### config.mk
export PLATFORM = sky130hd
export DESIGN_NAME = record_batch_deframer
export DESIGN_NICKNAME = d
export VERILOG_FILES = /design/src/rtl/rbd_pkg.sv /design/src/rtl/record_batch_deframer.sv /design/src/rtl/rbd_fifo.sv /design/src/rtl/rbd_parser.sv
export SDC_FILE = /design/constraint.sdc
export NUM_CORES = 1
export LEC_CHECK = 0
export BUFFER_PORTS_ARGS = -buffer_cell sky130_fd_sc_hd__buf_4
export CAP_MARGIN = 20
export CELL_PAD_IN_SITES_DETAIL_PLACEMENT = 1
export CELL_PAD_IN_SITES_GLOBAL_PLACEMENT = 2
export CORE_MARGIN = 2
export CORE_UTILIZATION = 38
export CTS_CLUSTER_SIZE = 24
export DETAILED_ROUTE_END_ITERATION = 8
export GPL_ROUTABILITY_DRIVEN = 0
export PLACE_DENSITY_LB_ADDON = 0.1
export SETUP_SLACK_MARGIN = 0.05
export SLEW_MARGIN = 10
export SYNTH_ARGS = -nofsm -noshare
export SYNTH_HDL_FRONTEND = slang
export SYNTH_HIERARCHICAL = 1
export SYNTH_SLANG_ARGS = --single-unit
### constraint.sdc
create_clock -name i_clk -period 5.87 [get_ports i_clk]
set_input_delay 0.2935 -clock i_clk [delete_from_list [all_inputs] [get_ports i_clk]]
set_output_delay 0.2935 -clock i_clk [all_outputs]
set_load 0.005 [all_outputs]
### src/rtl/rbd_pkg.sv
package rbd_pkg;

    // One input item: a byte of the batch and its end mark
    typedef struct packed {
        logic [7:0] data_byte;
        logic       end_of_data;
    } t_in_item;

    // One result item per input byte
    typedef struct packed {
        logic [3:0]  byte_role;
        logic [30:0] record_index;
        logic        field_done;
        logic [63:0] field_value;
        logic        batch_end;
        logic [2:0]  status;
    } t_out_item;

    // Head of the intake queue as seen by the parser
    typedef struct packed {
        logic     valid;
        t_in_item item;
    } t_queue_head;

    // Parse phases; the encoding is also the byte role
    typedef enum logic [3:0] {
        PH_BASE   = 4'd0,
        PH_STAMP  = 4'd1,
        PH_COUNT  = 4'd2,
        PH_KEYLEN = 4'd3,
        PH_KEY    = 4'd4,
        PH_VALLEN = 4'd5,
        PH_VALUE  = 4'd6,
        PH_RSTAMP = 4'd7,
        PH_CRC    = 4'd8,
        PH_TRAIL  = 4'd9
    } t_phase;

    // Batch status codes
    localparam logic [2:0] ST_OK        = 3'd0;
    localparam logic [2:0] ST_SHORT     = 3'd1;
    localparam logic [2:0] ST_NO_KEYLEN = 3'd2;
    localparam logic [2:0] ST_KEY_OVER  = 3'd3;
    localparam logic [2:0] ST_VAL_OVER  = 3'd4;
    localparam logic [2:0] ST_NO_CRC    = 3'd5;
    localparam logic [2:0] ST_CRC_BAD   = 3'd6;
    localparam logic [2:0] ST_NEG_LEN   = 3'd7;

    // Shortest batch that can hold the fixed header and the CRC
    localparam logic [4:0] MIN_BATCH_BYTES = 5'd24;

    // Byte counter values at which a field completes (eight wraps to zero)
    localparam logic [2:0] FIELD_END_8 = 3'd0;
    localparam logic [2:0] FIELD_END_4 = 3'd4;

    localparam logic [31:0] CRC_POLY = 32'hEDB88320;
    localparam logic [31:0] CRC_INIT = 32'hFFFFFFFF;

    // Advance a reflected CRC-32 by one byte
    function automatic logic [31:0] crc_byte(input logic [31:0] crc_in, input logic [7:0] b);
        logic [31:0] c;
        c = crc_in ^ {24'd0, b};
        for (int i = 0; i < 8; i++) begin
            c = c[0] ? ((c >> 1) ^ CRC_POLY) : (c >> 1);
        end
        return c;
    endfunction

endpackage

### src/rtl/record_batch_deframer.sv
// An accepted byte is stored in the intake queue, then parsed into the output register.
// Throughput: one byte per cycle while the output is not stalled; the parser step
// (field counters plus one byte of CRC-32) is combinational.
// A two-entry intake queue lets input keep flowing while a result waits.
// Reset (i_rst_n low, synchronous) empties the queue and output register and
// returns the parser to the base offset phase with the CRC set to all ones.
module record_batch_deframer (
    input  logic               i_clk,
    input  logic               i_rst_n,
    input  logic               i_in_valid,
    output logic               o_in_ready,
    input  rbd_pkg::t_in_item  i_in_item,
    output logic               o_out_valid,
    input  logic               i_out_ready,
    output rbd_pkg::t_out_item o_out_item
);
    import rbd_pkg::*;

    t_queue_head head;
    logic        pop;

    // Front: take items into the queue
    rbd_fifo u_fifo (
        .i_clk      (i_clk),
        .i_rst_n    (i_rst_n),
        .i_in_valid (i_in_valid),
        .o_in_ready (o_in_ready),
        .i_in_item  (i_in_item),
        .i_pop      (pop),
        .o_head     (head)
    );

    // Back: walk the batch layout and register each result
    rbd_parser u_parser (
        .i_clk       (i_clk),
        .i_rst_n     (i_rst_n),
        .i_head      (head),
        .o_pop       (pop),
        .o_out_valid (o_out_valid),
        .i_out_ready (i_out_ready),
        .o_out_item  (o_out_item)
    );

endmodule

### src/rtl/rbd_fifo.sv
module rbd_fifo (
    input  logic                 i_clk,
    input  logic                 i_rst_n,
    input  logic                 i_in_valid,
    output logic                 o_in_ready,
    input  rbd_pkg::t_in_item    i_in_item,
    input  logic                 i_pop,
    output rbd_pkg::t_queue_head o_head
);
    import rbd_pkg::*;

    t_in_item   r_slot [2];
    logic       r_wr_ptr;
    logic       r_rd_ptr;
    logic [1:0] r_count;
    logic       push;

    assign o_in_ready  = (r_count != 2'd2);
    assign push        = i_in_valid && o_in_ready;
    assign o_head.valid = (r_count != 2'd0);
    assign o_head.item  = r_slot[r_rd_ptr];

    // Store an incoming item
    always_ff @(posedge i_clk) begin
        if (push) begin
            r_slot[r_wr_ptr] <= i_in_item;
        end
    end

    // Advance pointers and occupancy
    always_ff @(posedge i_clk) begin
        if (!i_rst_n) begin
            r_wr_ptr <= 1'b0;
            r_rd_ptr <= 1'b0;
            r_count  <= 2'd0;
        end else begin
            if (push) begin
                r_wr_ptr <= ~r_wr_ptr;
            end
            if (i_pop) begin
                r_rd_ptr <= ~r_rd_ptr;
            end
            case ({push, i_pop})
                2'b10:   r_count <= r_count + 2'd1;
                2'b01:   r_count <= r_count - 2'd1;
                default: r_count <= r_count;
            endcase
        end
    end

endmodule

### src/rtl/rbd_parser.sv
module rbd_parser (
    input  logic                 i_clk,
    input  logic                 i_rst_n,
    input  rbd_pkg::t_queue_head i_head,
    output logic                 o_pop,
    output logic                 o_out_valid,
    input  logic                 i_out_ready,
    output rbd_pkg::t_out_item   o_out_item
);
    import rbd_pkg::*;

    t_phase      r_phase, n_phase;
    logic [2:0]  r_bif, n_bif;
    logic [63:0] r_shift, n_shift;
    logic [30:0] r_recs_left, n_recs_left;
    logic [30:0] r_pay_left, n_pay_left;
    logic [30:0] r_rec_num, n_rec_num;
    logic [31:0] r_crc, n_crc;
    logic [4:0]  r_seen, n_seen;
    logic [2:0]  r_err, n_err;
    logic        r_out_valid;
    t_out_item   r_out_item;
    t_out_item   n_out_item;

    logic [7:0]  b;
    logic        last;
    logic [63:0] shift_sum;
    logic [2:0]  bif_inc;
    logic [2:0]  field_end;
    logic [31:0] v32;
    logic [30:0] pay_dec;
    logic [30:0] recs_dec;
    logic        in_record;

    assign b    = i_head.item.data_byte;
    assign last = i_head.item.end_of_data;

    // Take the head item when the output register is free or being emptied
    assign o_pop       = i_head.valid && (!r_out_valid || i_out_ready);
    assign o_out_valid = r_out_valid;
    assign o_out_item  = r_out_item;

    assign shift_sum = r_shift | ({56'd0, b} << {r_bif, 3'b000});
    assign bif_inc   = r_bif + 3'd1;
    assign v32       = shift_sum[31:0];
    assign pay_dec   = r_pay_left - 31'd1;
    assign recs_dec  = r_recs_left - 31'd1;
    assign in_record = (r_phase == PH_KEYLEN) || (r_phase == PH_KEY) ||
                       (r_phase == PH_VALLEN) || (r_phase == PH_VALUE) ||
                       (r_phase == PH_RSTAMP);
    assign field_end = ((r_phase == PH_BASE) || (r_phase == PH_STAMP) ||
                        (r_phase == PH_RSTAMP)) ? FIELD_END_8 : FIELD_END_4;

    // Phase register and parse state
    always_ff @(posedge i_clk) begin
        if (!i_rst_n) begin
            r_phase     <= PH_BASE;
            r_bif       <= 3'd0;
            r_shift     <= 64'd0;
            r_recs_left <= 31'd0;
            r_pay_left  <= 31'd0;
            r_rec_num   <= 31'd0;
            r_crc       <= CRC_INIT;
            r_seen      <= 5'd0;
            r_err       <= ST_OK;
        end else if (o_pop) begin
            r_phase     <= n_phase;
            r_bif       <= n_bif;
            r_shift     <= n_shift;
            r_recs_left <= n_recs_left;
            r_pay_left  <= n_pay_left;
            r_rec_num   <= n_rec_num;
            r_crc       <= n_crc;
            r_seen      <= n_seen;
            r_err       <= n_err;
        end
    end

    // Output register: load on a taken item, drop once delivered
    always_ff @(posedge i_clk) begin
        if (!i_rst_n) begin
            r_out_valid <= 1'b0;
        end else if (o_pop) begin
            r_out_valid <= 1'b1;
        end else if (i_out_ready) begin
            r_out_valid <= 1'b0;
        end
    end

    always_ff @(posedge i_clk) begin
        if (o_pop) begin
            r_out_item <= n_out_item;
        end
    end

    // Next parse state and result for the head byte
    always_comb begin
        n_phase     = r_phase;
        n_bif       = r_bif;
        n_shift     = r_shift;
        n_recs_left = r_recs_left;
        n_pay_left  = r_pay_left;
        n_rec_num   = r_rec_num;
        n_err       = r_err;
        n_seen      = (r_seen < MIN_BATCH_BYTES) ? r_seen + 5'd1 : r_seen;
        n_crc       = (r_phase <= PH_RSTAMP) ? crc_byte(r_crc, b) : r_crc;

        n_out_item              = '0;
        n_out_item.byte_role    = 4'(r_phase);
        n_out_item.record_index = in_record ? r_rec_num : 31'd0;
        n_out_item.batch_end    = last;

        unique case (r_phase) inside
            PH_KEY, PH_VALUE: begin
                n_pay_left = pay_dec;
                if (pay_dec == 31'd0) begin
                    n_phase = (r_phase == PH_KEY) ? PH_VALLEN : PH_RSTAMP;
                end
            end
            PH_BASE, PH_STAMP, PH_COUNT, PH_KEYLEN, PH_VALLEN, PH_RSTAMP, PH_CRC: begin
                n_shift = shift_sum;
                n_bif   = bif_inc;
                if (bif_inc == field_end) begin
                    n_out_item.field_done  = 1'b1;
                    n_out_item.field_value = shift_sum;
                    n_shift = 64'd0;
                    n_bif   = 3'd0;
                    if (r_phase == PH_BASE) begin
                        n_phase = PH_STAMP;
                    end else if (r_phase == PH_STAMP) begin
                        n_phase = PH_COUNT;
                    end else if (r_phase == PH_CRC) begin
                        if ((n_crc ^ CRC_INIT) != v32) begin
                            n_err = ST_CRC_BAD;
                        end
                        n_phase = PH_TRAIL;
                    end else if (r_phase != PH_RSTAMP && v32[31]) begin
                        // negative count or length: rest of batch is trailing
                        n_err   = ST_NEG_LEN;
                        n_phase = PH_TRAIL;
                    end else if (r_phase == PH_COUNT) begin
                        n_recs_left = v32[30:0];
                        n_rec_num   = 31'd0;
                        n_phase     = (v32[30:0] == 31'd0) ? PH_CRC : PH_KEYLEN;
                    end else if (r_phase == PH_KEYLEN) begin
                        if (v32[30:0] == 31'd0) begin
                            n_phase = PH_VALLEN;
                        end else begin
                            n_pay_left = v32[30:0];
                            n_phase    = PH_KEY;
                        end
                    end else if (r_phase == PH_VALLEN) begin
                        if (v32[30:0] == 31'd0) begin
                            n_phase = PH_RSTAMP;
                        end else begin
                            n_pay_left = v32[30:0];
                            n_phase    = PH_VALUE;
                        end
                    end else begin
                        // record timestamp closes the record
                        n_recs_left = recs_dec;
                        n_rec_num   = r_rec_num + 31'd1;
                        n_phase     = (recs_dec == 31'd0) ? PH_CRC : PH_KEYLEN;
                    end
                end
            end
            default: begin
                n_phase = PH_TRAIL;
            end
        endcase

        // Verdict on the end byte, then back to the reset state
        if (last) begin
            if (n_seen < MIN_BATCH_BYTES) begin
                n_out_item.status = ST_SHORT;
            end else if (n_err != ST_OK) begin
                n_out_item.status = n_err;
            end else begin
                unique case (n_phase) inside
                    PH_TRAIL:            n_out_item.status = ST_OK;
                    PH_KEYLEN:           n_out_item.status = ST_NO_KEYLEN;
                    PH_KEY, PH_VALLEN:   n_out_item.status = ST_KEY_OVER;
                    PH_VALUE, PH_RSTAMP: n_out_item.status = ST_VAL_OVER;
                    PH_CRC:              n_out_item.status = ST_NO_CRC;
                    default:             n_out_item.status = ST_SHORT;
                endcase
            end
            n_phase     = PH_BASE;
            n_bif       = 3'd0;
            n_shift     = 64'd0;
            n_recs_left = 31'd0;
            n_pay_left  = 31'd0;
            n_rec_num   = 31'd0;
            n_crc       = CRC_INIT;
            n_seen      = 5'd0;
            n_err       = ST_OK;
        end
    end

endmodule

==> results.py <==
metrics = {
    "status": {
        "status": "completed",
    },
    "grt": {
        "grt_max_degree": 70,
        "grt_pass1_wl_mm": 89.5,
        "overflow": 0,
        "grt_pass1_vias": 14600,
        "antenna_found_initial": 0,
        "track_usage": 0.250,
    },
    "final_layout": {
        "multi_input_area_um2": 8440,
        "layout-drive-gt1-share": 0.144,
        "seq_area_um2": 7870,
        "finalNonFillerCells": 2577,
        "finalNetCount": 1974,
        "syn_to_final_growth_pct": 17.5,
        "fillers": 5097,
        "n_antenna_cell": 0,
    },
    "timing": {
        "layout_min_cycle_time_ns": 4.85,
        "fmax_mhz": 206,
        "max-slew-margin-rel": 0.239,
        "setup_viol": 0,
        "fin_skew_ns": 0.0141,
        "slew_viol_final": 0,
        "hold_viol": 0,
        "worst_slew_pin_slew_ns": 1.14,
        "rsz0062_at_grt": "false",
        "tns_ns": 0,
        "period_share": 0.825,
    },
    "setup_path": {
        "path_class": "flop to flop",
        "crit_required_ns": 6.19,
        "setup.worst_path.start_class": "flop",
        "reg2reg_depth": 11,
        "cp.arrival_ns": 5.17,
        "critPathMaxFanout": 10,
        "critPathCaptureType": "flop",
        "reg2reg_slack_ns": 1.02,
        "cp-endpoint": "u_parser/o_out_item[2]",
        "rr_endpoint": "u_parser/o_out_item[2]",
    },
    "run": {
        "maxCapViolations": 0,
    },
    "clock_network": {
        "cts_buffer_depth": 3,
        "cts.clk_slew.worst_paths_ns": 0.06,
        "root_buffer": "clkbuf_16",
        "cts_tree": "built",
        "cts_hold_buf": 10,
        "postCtsResizedCells": 0,
        "cts-buffers-inserted": 40,
        "clock_latency_ns": 0.58,
        "post_cts_buffers": 0,
        "cts_max_level": 2,
        "clkSinkCount": 332,
    },
    "detailed_routing": {
        "wirelength_mm": 58.3,
        "initialDrtViolationCount": 873,
        "post-route-drc-count": 0,
        "avgRoutedWirePerCell_um": 22.6,
        "avgViaCountPerCell": 5.58,
        "dr.pass1.iters": 5,
        "antenna_left": 0,
        "vias": 14400,
    },
    "place": {
        "port_buffers": 118,
        "hpwl_mm": 40.3,
        "dp_cells": 2493,
    },
    "synthesis": {
        "synth_seq_cells": 332,
        "async_reset_ff_frac": 0,
        "yosysSeqAreaShare": 0.465,
        "synth_top_cell_by_area": "dfxtp_1",
        "ys.flop_type": "dfxtp_1",
        "ys_top_cells_by_count": "nor2_1 (269), dfxtp_1 (210), a21oi_1 (152)",
        "synth_cells": 1862,
        "synth_area_leaders": "dfxtp_1 (25%), edfxtp_1 (22%), nor2_1 (6.0%)",
        "netlist_area_um2": 16900,
        "synth_area_per_cell_um2": 9.08,
        "synth_enable_flop_cells": 122,
        "yosys_warnings": 6,
        "yosys.cell_count.top_type": "nor2_1",
        "synth.distinct_cells": 83,
        "synth_nets": 1883,
        "netlist.area_leader.share": 0.249,
    },
    "die": {
        "die_w_um": 215,
        "die-area_um2": 46200,
        "num_rows": 77,
        "die_y_um": 215,
        "start_util": 0.384,
        "coreArea_um2": 44000,
        "pin_count": 119,
    },
    "pwr": {
        "p_per_area_nw_per_um2": 639,
        "peakVddDrop_mv": 0.321,
        "leakagePower_nw": 7.28,
        "p_total_mw": 12.7,
    },
    "worst_hold_path": {
        "hold_class": "primary input to flop",
    },
}
-- kinds of logic (layout without fill, tap and decap cells) --
family          after synthesis  in the layout  share of synthesized area
xor+xnor                    164            164                      0.104
compound gates              442            442                      0.157
mux                          23             23                     0.0144
buf+inv                     157            280                     0.0382
flops                       332            332                      0.465
fa+ha+maj                     8              8                    0.00592
simple gates                736            736                      0.214
-- final cells by class --
class | count | share of cell area
clock buffer | 54 | 0.0556
multi-input combinational | 1373 | 0.425
sequential | 332 | 0.396
clock inverter | 20 | 0.0121
tap | 592 | 0.0373
inverter | 30 | 0.00580
timing repair buffer | 176 | 0.0678
-- cells in the final DEF (no fill, tap or decap), types with 6 or more instances in the layout --
cell type        n
a22oi_1         11
nor2b_1         44
a31oi_1         10
and2_1          50
o22ai_1         34
xnor2_1         77
nor2_1         267
clkinv_2         7
nand2b_1         9
and3_1          24
a2111oi_0       15
or4_1           14
nand2_1        123
nor3_1          69
dlygate4sd3_1   10
ha_1             8
inv_1           29
xnor2_4          9
xor2_1          65
clkbuf_1         9
nor4_1          29
a21oi_1        151
o21ai_0        121
or3_1            9
clkbuf_16       40
nand4_1         21
buf_4          166
mux2i_1         13
dfxtp_1        210
edfxtp_1       122
mux2_2          10
nand3_1         27
o31ai_1          6
a21boi_0        40
-- metal layers --
metal / vias to the layer above / share of wire / GRT usage
li1: 6781 / - / -
met1: 7116 / 0.44 / 0.327
met2: 378 / 0.46 / 0.411
met3: 99 / 0.053 / 0.0480
met4: 0 / 0.037 / 0.0938
met5: - / 0 / 0
-- state kept, by name, summed over array words and instances, names as in the netlist, named ones only --
register / count
u_parser/r_bif: 3
u_parser/o_out_valid: 1
u_parser/o_out_item: 104
u_parser/r_phase: 4
u_fifo/r_slot: 18
u_parser/r_shift: 64
u_parser/r_recs_left: 31
u_fifo/r_wr_ptr: 1
u_parser/r_crc: 32
u_fifo/r_rd_ptr: 1
u_parser/r_seen: 5
u_parser/r_rec_num: 31
u_parser/r_pay_left: 31
u_fifo/r_count: 2
u_parser/r_err: 3
-- how the worst min path moves through the flow --
stage | depth (start not counted) | end | from
CTS | 3 | u_fifo/r_wr_ptr | i_in_valid
finish | 3 | u_fifo/r_wr_ptr | i_in_valid
global placement | 2 | u_parser/r_shift[6] | u_parser/r_shift[6]
floorplan | 0 | u_fifo/r_slot[0][0] | i_in_item[0]
global route | 3 | u_fifo/r_wr_ptr | i_in_valid
detailed placement | 2 | u_parser/r_crc[15] | u_parser/r_crc[15]
-- where the power goes --
group          total [mW]  internal, mW  switching (mW)
Clock                2.51          1.47            1.04
Sequential           3.40          2.99           0.406
Combinational        6.77          2.76            4.02
Total                12.7          7.22            5.46
-- per-stage QoR --
stage	worst slack (ns)	hold WS, ns	util	cell area, um^2
2_1_floorplan	0.736	0.392	-	16900
3_3_place_gp	1.22	0.447	0.418	18400
3_5_place_dp	1.07	0.460	0.418	18400
4_1_cts	1.01	0.00853	0.451	19900
5_1_grt	0.762	0.0419	0.451	19900
6_report	1.02	0.0357	0.451	19900
-- worst max-delay path, stage by stage, from the launching register on --
cell	delay, ns
dfxtp_1	0.55
mux2_2	0.53
nor2b_1	0.27
a21oi_1	0.75
nand4_1	0.22
nor4_1	0.83
nand2_1	0.24
a32oi_1	0.28
o21ai_0	0.21
o211ai_1	0.30
a211oi_1	0.11
o311a_1	0.30
No activity file was read; power rests on OpenSTA's default activity.
